--- src/design/swfr_pkg.sv ---
package swfr_pkg;

  // Payload geometry
  localparam int unsigned FRAME_BYTES = 15;
  localparam int unsigned DATA_W      = 8 * FRAME_BYTES;
  localparam int unsigned LO_W        = 64;
  localparam int unsigned HI_W        = DATA_W - LO_W;

  // Item modes
  typedef enum logic [1:0] {
    MODE_FRAME = 2'd0,
    MODE_TICK  = 2'd1,
    MODE_SEND  = 2'd2
  } mode_e;

  // Result actions
  typedef enum logic [2:0] {
    ACT_ACK    = 3'd0,
    ACT_NACK   = 3'd1,
    ACT_RESEND = 3'd2,
    ACT_DONE   = 3'd3,
    ACT_ERROR  = 3'd4
  } action_e;

  // Fixed frame type codes
  localparam logic [3:0] TYPE_NACK  = 4'd9;
  localparam logic [3:0] TYPE_END   = 4'd13;
  localparam logic [3:0] TYPE_ERROR = 4'd15;

  // Register indexes
  localparam logic [1:0] CFG_MARKER  = 2'd0;
  localparam logic [1:0] CFG_DTYPE   = 2'd1;
  localparam logic [1:0] CFG_TIMEOUT = 2'd2;
  localparam logic [1:0] CFG_LATE    = 2'd3;

  // Register reset values
  localparam logic [7:0]  MARKER_RST  = 8'd126;
  localparam logic [3:0]  DTYPE_RST   = 4'd12;
  localparam logic [15:0] TIMEOUT_RST = 16'd12;

  typedef struct packed {
    logic [1:0]      mode;
    logic [7:0]      marker;
    logic [3:0]      frame_size;
    logic [7:0]      frame_seq;
    logic [3:0]      frame_type;
    logic [7:0]      frame_parity;
    logic [LO_W-1:0] data_lo;
    logic [HI_W-1:0] data_hi;
  } in_item_t;

  typedef struct packed {
    action_e         action;
    logic [LO_W-1:0] payload_lo;
    logic [HI_W-1:0] payload_hi;
    logic [3:0]      payload_len;
    logic [7:0]      err_code;
  } out_item_t;

  typedef struct packed {
    logic [7:0]  marker_value;
    logic [3:0]  data_type;
    logic [15:0] timeout_ticks;
    logic        late_retry;
  } cfg_t;

  // Frame check results handed to the controller
  typedef struct packed {
    logic            marker_ok;
    logic            parity_ok;
    logic [LO_W-1:0] payload_lo;
    logic [HI_W-1:0] payload_hi;
    logic [3:0]      payload_len;
    logic [7:0]      err_code;
  } chk_t;

endpackage

--- src/design/stop_wait_frame_receiver.sv ---
// Stop-and-wait receiver: takes command-sent, timer-tick and received-frame
// items, checks frames (marker, XOR parity over size/seq/type/data, expected
// sequence) and gives at most one result per item: ACK with the payload,
// NACK, resend request, end-of-transfer ACK or server error code. Throughput
// is one item per clock while the consumer does not stall: an item waits in
// the input register while the frame check and the transfer state update run,
// then its result lands in the output register. in_stall_o rises only while
// the output register holds a result that the consumer is stalling; items
// without a result still wait their turn there. Configuration writes are
// always ready and take effect on the next cycle; write them only while no
// item is in flight.
module stop_wait_frame_receiver
  import swfr_pkg::*;
(
  input  logic        clk_i,
  input  logic        rst_ni,
  // item input
  input  logic        in_valid_i,
  output logic        in_stall_o,
  input  in_item_t    in_item_i,
  // result output
  output logic        out_valid_o,
  input  logic        out_stall_i,
  output out_item_t   out_item_o,
  // register writes
  input  logic        cfg_valid_i,
  output logic        cfg_ready_o,
  input  logic [1:0]  cfg_index_i,
  input  logic [15:0] cfg_data_i
);

  cfg_t      cfg_q, cfg_d;
  logic      in_valid_q, in_valid_d;
  in_item_t  in_item_q;
  logic      out_valid_q, out_valid_d;
  out_item_t out_item_q;
  logic      out_free;
  logic      advance;
  chk_t      chk;
  logic      res_valid;
  out_item_t res;
  logic      active;

  // Output register can take a new result this cycle
  assign out_free   = !out_valid_q || !out_stall_i;
  assign advance    = in_valid_q && out_free;
  assign in_stall_o = in_valid_q && !out_free;

  // Register file
  assign cfg_ready_o = 1'b1;

  always_comb begin
    cfg_d = cfg_q;
    if (cfg_valid_i) begin
      case (cfg_index_i)
        CFG_MARKER:  cfg_d.marker_value  = cfg_data_i[7:0];
        CFG_DTYPE:   cfg_d.data_type     = cfg_data_i[3:0];
        CFG_TIMEOUT: cfg_d.timeout_ticks = cfg_data_i;
        CFG_LATE:    cfg_d.late_retry    = cfg_data_i[0];
        default: begin
        end
      endcase
    end
  end

  always_ff @(posedge clk_i or negedge rst_ni) begin
    if (!rst_ni) begin
      cfg_q.marker_value  <= MARKER_RST;
      cfg_q.data_type     <= DTYPE_RST;
      cfg_q.timeout_ticks <= TIMEOUT_RST;
      cfg_q.late_retry    <= 1'b0;
    end else begin
      cfg_q <= cfg_d;
    end
  end

  // Input register
  assign in_valid_d = in_stall_o ? in_valid_q : in_valid_i;

  always_ff @(posedge clk_i or negedge rst_ni) begin
    if (!rst_ni) begin
      in_valid_q <= 1'b0;
    end else begin
      in_valid_q <= in_valid_d;
    end
  end

  always_ff @(posedge clk_i) begin
    if (in_valid_i && !in_stall_o) begin
      in_item_q <= in_item_i;
    end
  end

  swfr_check u_check (
    .item_i (in_item_q),
    .cfg_i  (cfg_q),
    .chk_o  (chk)
  );

  swfr_ctrl u_ctrl (
    .clk_i       (clk_i),
    .rst_ni      (rst_ni),
    .advance_i   (advance),
    .item_i      (in_item_q),
    .chk_i       (chk),
    .cfg_i       (cfg_q),
    .res_valid_o (res_valid),
    .res_o       (res),
    .active_o    (active)
  );

  // Output register
  assign out_valid_d = out_free ? (advance && res_valid) : out_valid_q;

  always_ff @(posedge clk_i or negedge rst_ni) begin
    if (!rst_ni) begin
      out_valid_q <= 1'b0;
    end else begin
      out_valid_q <= out_valid_d;
    end
  end

  always_ff @(posedge clk_i) begin
    if (advance && res_valid) begin
      out_item_q <= res;
    end
  end

  assign out_valid_o = out_valid_q;
  assign out_item_o  = out_item_q;

`ifndef NO_ASSERTIONS
  // Back-pressure comes only from a held result
  a_stall_cause: assert property (@(posedge clk_i) disable iff (!rst_ni)
    in_stall_o |-> (out_valid_o && out_stall_i))
    else $error("input stalled without a held result");

  // Only ACK results carry payload
  a_payload_zero: assert property (@(posedge clk_i) disable iff (!rst_ni)
    (out_valid_o && out_item_o.action != ACT_ACK) |->
      (out_item_o.payload_lo == '0 && out_item_o.payload_hi == '0 &&
       out_item_o.payload_len == '0))
    else $error("payload on non-ACK result");

  // A transfer closes only with an end ACK or a server error
  a_close_reason: assert property (@(posedge clk_i) disable iff (!rst_ni)
    $fell(active) |->
      (out_valid_o && (out_item_o.action == ACT_DONE ||
                       out_item_o.action == ACT_ERROR)))
    else $error("transfer closed without done or error result");
`endif

endmodule

--- src/design/swfr_check.sv ---
module swfr_check
  import swfr_pkg::*;
(
  input  in_item_t item_i,
  input  cfg_t     cfg_i,
  output chk_t     chk_o
);

  logic [DATA_W-1:0] data;
  logic [DATA_W-1:0] kept;
  logic [3:0]        size_c;
  logic [7:0]        par;

  assign data = {item_i.data_hi, item_i.data_lo};

  always_comb begin
    if (32'(item_i.frame_size) > FRAME_BYTES) begin
      size_c = 4'(FRAME_BYTES);
    end else begin
      size_c = item_i.frame_size;
    end
    par  = {4'd0, size_c} ^ item_i.frame_seq ^ {4'd0, item_i.frame_type};
    kept = '0;
    for (int i = 0; i < FRAME_BYTES; i++) begin
      if (5'(i) < {1'b0, size_c}) begin
        par             = par ^ data[8*i +: 8];
        kept[8*i +: 8]  = data[8*i +: 8];
      end
    end
  end

  assign chk_o.marker_ok   = (item_i.marker == cfg_i.marker_value);
  assign chk_o.parity_ok   = (par == item_i.frame_parity);
  assign chk_o.payload_lo  = kept[LO_W-1:0];
  assign chk_o.payload_hi  = kept[DATA_W-1:LO_W];
  assign chk_o.payload_len = size_c;
  assign chk_o.err_code    = data[7:0];

endmodule

--- src/design/swfr_ctrl.sv ---
module swfr_ctrl
  import swfr_pkg::*;
(
  input  logic      clk_i,
  input  logic      rst_ni,
  input  logic      advance_i,
  input  in_item_t  item_i,
  input  chk_t      chk_i,
  input  cfg_t      cfg_i,
  output logic      res_valid_o,
  output out_item_t res_o,
  output logic      active_o
);

  logic [7:0]  expected_seq_q, expected_seq_d;
  logic        active_q, active_d;
  logic        data_seen_q, data_seen_d;
  logic [15:0] wait_timer_q, wait_timer_d;
  logic [15:0] timer_inc;
  logic        retry_ok;
  logic        good;

  assign retry_ok  = cfg_i.late_retry || !data_seen_q;
  assign good      = chk_i.parity_ok && (item_i.frame_seq == expected_seq_q);
  assign timer_inc = (wait_timer_q == '1) ? wait_timer_q : wait_timer_q + 16'd1;

  always_comb begin
    expected_seq_d = expected_seq_q;
    active_d       = active_q;
    data_seen_d    = data_seen_q;
    wait_timer_d   = wait_timer_q;
    res_valid_o    = 1'b0;
    res_o          = '0;
    res_o.action   = ACT_ACK;

    case (item_i.mode)
      MODE_SEND: begin
        if (!active_q) begin
          active_d       = 1'b1;
          expected_seq_d = 8'd1;
          data_seen_d    = 1'b0;
        end
        wait_timer_d = '0;
      end
      MODE_TICK: begin
        if (active_q && retry_ok) begin
          if (timer_inc > cfg_i.timeout_ticks) begin
            wait_timer_d = '0;
            res_valid_o  = 1'b1;
            res_o.action = ACT_RESEND;
          end else begin
            wait_timer_d = timer_inc;
          end
        end
      end
      MODE_FRAME: begin
        if (active_q && chk_i.marker_ok) begin
          if (item_i.frame_type == cfg_i.data_type) begin
            res_valid_o = 1'b1;
            if (good) begin
              res_o.action      = ACT_ACK;
              res_o.payload_lo  = chk_i.payload_lo;
              res_o.payload_hi  = chk_i.payload_hi;
              res_o.payload_len = chk_i.payload_len;
              expected_seq_d    = expected_seq_q + 8'd1;
              data_seen_d       = 1'b1;
            end else begin
              res_o.action = ACT_NACK;
            end
          end else if (item_i.frame_type == TYPE_END) begin
            res_valid_o = 1'b1;
            if (good) begin
              res_o.action = ACT_DONE;
              active_d     = 1'b0;
            end else begin
              res_o.action = ACT_NACK;
            end
          end else if (item_i.frame_type == TYPE_NACK) begin
            if (retry_ok) begin
              wait_timer_d = '0;
              res_valid_o  = 1'b1;
              res_o.action = ACT_RESEND;
            end
          end else if (item_i.frame_type == TYPE_ERROR) begin
            active_d       = 1'b0;
            res_valid_o    = 1'b1;
            res_o.action   = ACT_ERROR;
            res_o.err_code = chk_i.err_code;
          end
        end
      end
      default: begin
      end
    endcase
  end

  always_ff @(posedge clk_i or negedge rst_ni) begin
    if (!rst_ni) begin
      expected_seq_q <= '0;
      active_q       <= 1'b0;
      data_seen_q    <= 1'b0;
      wait_timer_q   <= '0;
    end else if (advance_i) begin
      expected_seq_q <= expected_seq_d;
      active_q       <= active_d;
      data_seen_q    <= data_seen_d;
      wait_timer_q   <= wait_timer_d;
    end
  end

  assign active_o = active_q;

endmodule
--- config.mk ---
export PLATFORM = sky130hd
export DESIGN_NAME = stop_wait_frame_receiver
export DESIGN_NICKNAME = d
export VERILOG_FILES = /design/src/design/swfr_pkg.sv /design/src/design/stop_wait_frame_receiver.sv /design/src/design/swfr_check.sv /design/src/design/swfr_ctrl.sv
export SDC_FILE = /design/constraint.sdc
export NUM_CORES = 1
export LEC_CHECK = 0
export ABC_CLOCK_PERIOD_IN_PS = 14800
export BUFFER_PORTS_ARGS = -buffer_cell sky130_fd_sc_hd__buf_2
export CORE_UTILIZATION = 52
export DETAILED_ROUTE_END_ITERATION = 12
export GPL_ROUTABILITY_DRIVEN = 0
export PLACE_DENSITY_LB_ADDON = 0.08
export SLEW_MARGIN = 15
export SYNTH_ARGS = -nofsm -noshare
export SYNTH_HDL_FRONTEND = slang
export SYNTH_SLANG_ARGS = --single-unit
--- constraint.sdc ---
create_clock -name clk_i -period 14.8 [get_ports clk_i]
set_clock_uncertainty 0.2 [all_clocks]
set_input_delay 2.96 -clock clk_i [delete_from_list [all_inputs] [get_ports clk_i]]
set_output_delay 2.96 -clock clk_i [all_outputs]
set_load 0.05 [all_outputs]
==> flow_summary.json <==
{
  "status": "finished clean",
  "mostFrequentLayoutCells": "buf_2, edfxtp_1, and3_1",
  "grt_overflow": 0,
  "nFillCells": 2360,
  "ys_ff_latch": 346,
  "wl_per_cell_um": 21.7,
  "hold_path.class": "register to register",
  "syn_inst": 1189,
  "synth_area_per_cell_sq_um": 13.5,
  "p_per_area_nw_per_um2": 122,
  "hold_violations": 0,
  "root_buffer": "clkbuf_16",
  "synth_cell_types": 80,
  "worst_slew_pin_slew_ns": 1.15,
  "cts_tree": "yes",
  "drt_wl_total_mm": 41.3,
  "dpl_cell_area_sq_um": 17800,
  "r2r-start": "u_ctrl.wait_timer_q[2]",
  "die_h_um": 178,
  "io_pins": 315,
  "p_leak_nw": 7.41,
  "grt_usage": 0.260,
  "num_rows": 63,
  "clk-insertion-delay-late_ns": 0.51,
  "cts_buffers": 37,
  "layout-drive-gt1-share": 0.290,
  "cts.sinks": 346,
  "switching_share": 0.234,
  "finalSetupTns_ns": 0,
  "die_area_sq_um": 31600,
  "finalCritPeriodShare": 0.454,
  "core_area_sq_um": 30000,
  "rsz0062_at_grt": "no",
  "cts_resized": 0,
  "synth_nets": 1384,
  "peakVddDrop_mv": 0.0836,
  "synth_edf_count": 289,
  "detail-route-antenna-nets": 0,
  "combPwrFrac": 0.111,
  "start_util": 0.534,
  "final_common_cell": "buf_2",
  "maxSlewViolCount": 0,
  "pre_cts_ws_ns": 8.06,
  "async_flop_share": 0.165,
  "multi_input_area_sq_um": 5410,
  "clockPowerShare": 0.396,
  "crit_type": "input port to primary output",
  "hold_ws_ns": 0.302,
  "startpoint": "out_stall_i",
  "crit_fanout": 3,
  "grt_pass1_vias": 10500,
  "endpoint": "in_stall_o",
  "htreeDepth": 2,
  "dominantRegCellSynth": "edfxtp_1",
  "drtPass1Iterations": 5,
  "max-clock-path-buffers": 3,
  "yosysSeqAreaShare": 0.630,
  "fmax_mhz": 149,
  "grt_max_degree": 72,
  "dp_hpwl_mm": 29.0,
  "p_int_w": 0.00177,
  "fin_nets": 1684,
  "dr_total_vias": 10900,
  "p_switching_w": 0.000541,
  "cts_hold_buf": 0,
  "setup_slack_ns": 8.08,
  "drv_cap": 0,
  "seq_area_sq_um": 10100,
  "max_slew_margin": 0.230,
  "post_cts_buffers": 0,
  "antenna_found_initial": 6,
  "finalCoreUtilization": 0.633,
  "reg2reg_depth": 19,
  "path_clk_slew_ns": 0.06,
  "grt_pass1_wl_mm": 61.0,
  "p_seq_frac": 0.493,
  "design_area_sq_um": 19000,
  "worst_setup_path_start_kind": "input port",
  "synth_area_sq_um": 16100,
  "syn2layout_area_growth_pct": 18.4,
  "rrSetupSlack_ns": 8.80,
  "cp_data_arrival_time_ns": 3.56,
  "drt_iter0_markers": 1010,
  "period_minus_slack_ns": 6.72,
  "ys_warn_count": 0,
  "die_w_um": 178,
  "crit_required_ns": 11.64,
  "port_buffers": 313,
  "rr_endpoint": "out_item_o[75]",
  "endpoint_kind": "primary output",
  "routed_via_density": 5.75,
  "drc": 0,
  "finalSetupViolCount": 0
}
==> area by class of cell <==
class                           count  share of cell area
Inverter                           33             0.00652
Clock inverter                     18              0.0115
Antenna cell                        3            0.000395
Clock buffer                       44              0.0506
Sequential cell                   346               0.532
Timing Repair Buffer              328              0.0884
Multi-Input combinational cell    743               0.284
Tap cell                          390              0.0257
==> registers in the layout, summed over array words and instances, names as in the netlist <==
register / cells
u_ctrl.data_seen_q: 1
in_valid_q: 1
out_item_o: 135
u_ctrl.active_o: 1
cfg_q: 29
u_ctrl.expected_seq_q: 8
out_valid_o: 1
in_item_q: 154
u_ctrl.wait_timer_q: 16
==> synth_stat cells (11+ instances only) <==
library cell | n | share of area
a21o_1 | 12 | 0.0056
a21oi_1 | 34 | 0.011
a22o_1 | 13 | 0.0071
a31oi_1 | 12 | 0.0047
and2_1 | 24 | 0.0094
and3_1 | 108 | 0.042
buf_2 | 17 | 0.0053
buf_4 | 12 | 0.0056
buf_6 | 13 | 0.0091
clkbuf_1 | 22 | 0.0051
dfrtp_1 | 47 | 0.073
edfxtp_1 | 289 | 0.54
ha_1 | 18 | 0.014
inv_1 | 32 | 0.0075
mux2_2 | 30 | 0.021
nand2_1 | 52 | 0.012
nand3_1 | 32 | 0.010
nand3b_1 | 11 | 0.0051
nand4_1 | 12 | 0.0047
nor2_1 | 21 | 0.0049
nor2b_1 | 14 | 0.0055
nor3_1 | 17 | 0.0053
nor4_1 | 11 | 0.0043
o211ai_1 | 19 | 0.0089
o21ai_0 | 44 | 0.014
xnor2_1 | 78 | 0.043
xor2_1 | 30 | 0.016
==> cell families after synthesis <==
group           synth area share
fa+ha+maj                 0.0165
other cells             0.000234
flops                      0.630
simple gates               0.129
buf+inv                   0.0337
compound gates            0.0947
mux                       0.0242
xor+xnor                  0.0716
==> how the worst min path moves through the flow <==
stage	from	to	slack [ns]	depth (start not counted)
finish	cfg_q[0]	cfg_q[0]	0.30	1
global placement	cfg_q[0]	cfg_q[0]	0.29	1
detailed placement	cfg_q[6]	cfg_q[6]	0.29	1
global route	cfg_q[0]	cfg_q[0]	0.32	1
floorplan	cfg_q[0]	cfg_q[0]	0.27	1
CTS	cfg_q[0]	cfg_q[0]	0.31	1
==> per-stage QoR <==
step           std cells  total power, W
3_3_place_gp        1840         0.00141
4_1_cts             1902         0.00233
2_1_floorplan       1189         0.00133
3_5_place_dp        1840         0.00141
6_report            1905         0.00231
5_1_grt             1903         0.00238
==> per-layer routing <==
| layer | up-vias | share of wire | GRT usage |
|---|---|---|---|
| li1 | 5111 | - | - |
| met1 | 5288 | 0.44 | 0.368 |
| met2 | 481 | 0.47 | 0.417 |
| met3 | 61 | 0.081 | 0.0533 |
| met4 | 4 | 0.017 | 0.0563 |
| met5 | - | 0.00065 | 0 |
==> power groups by stage <==
stage / registers (W) / logic, W / clock network [W]
after floorplan: 0.00115 / 0.000185 / 0
after global placement: 0.00116 / 0.000251 / 0
after detailed placement: 0.00116 / 0.000255 / 0
after CTS: 0.00114 / 0.000257 / 0.000931
after global routing: 0.00114 / 0.000278 / 0.000962
final: 0.00114 / 0.000256 / 0.000915
==> worst max-delay path, stage by stage <==
cell and delay, ns:
buf_2 0.09, nand3_1 0.14, inv_1 0.10, buf_2 0.27
Note: power is estimated with default switching activity, not from simulation.
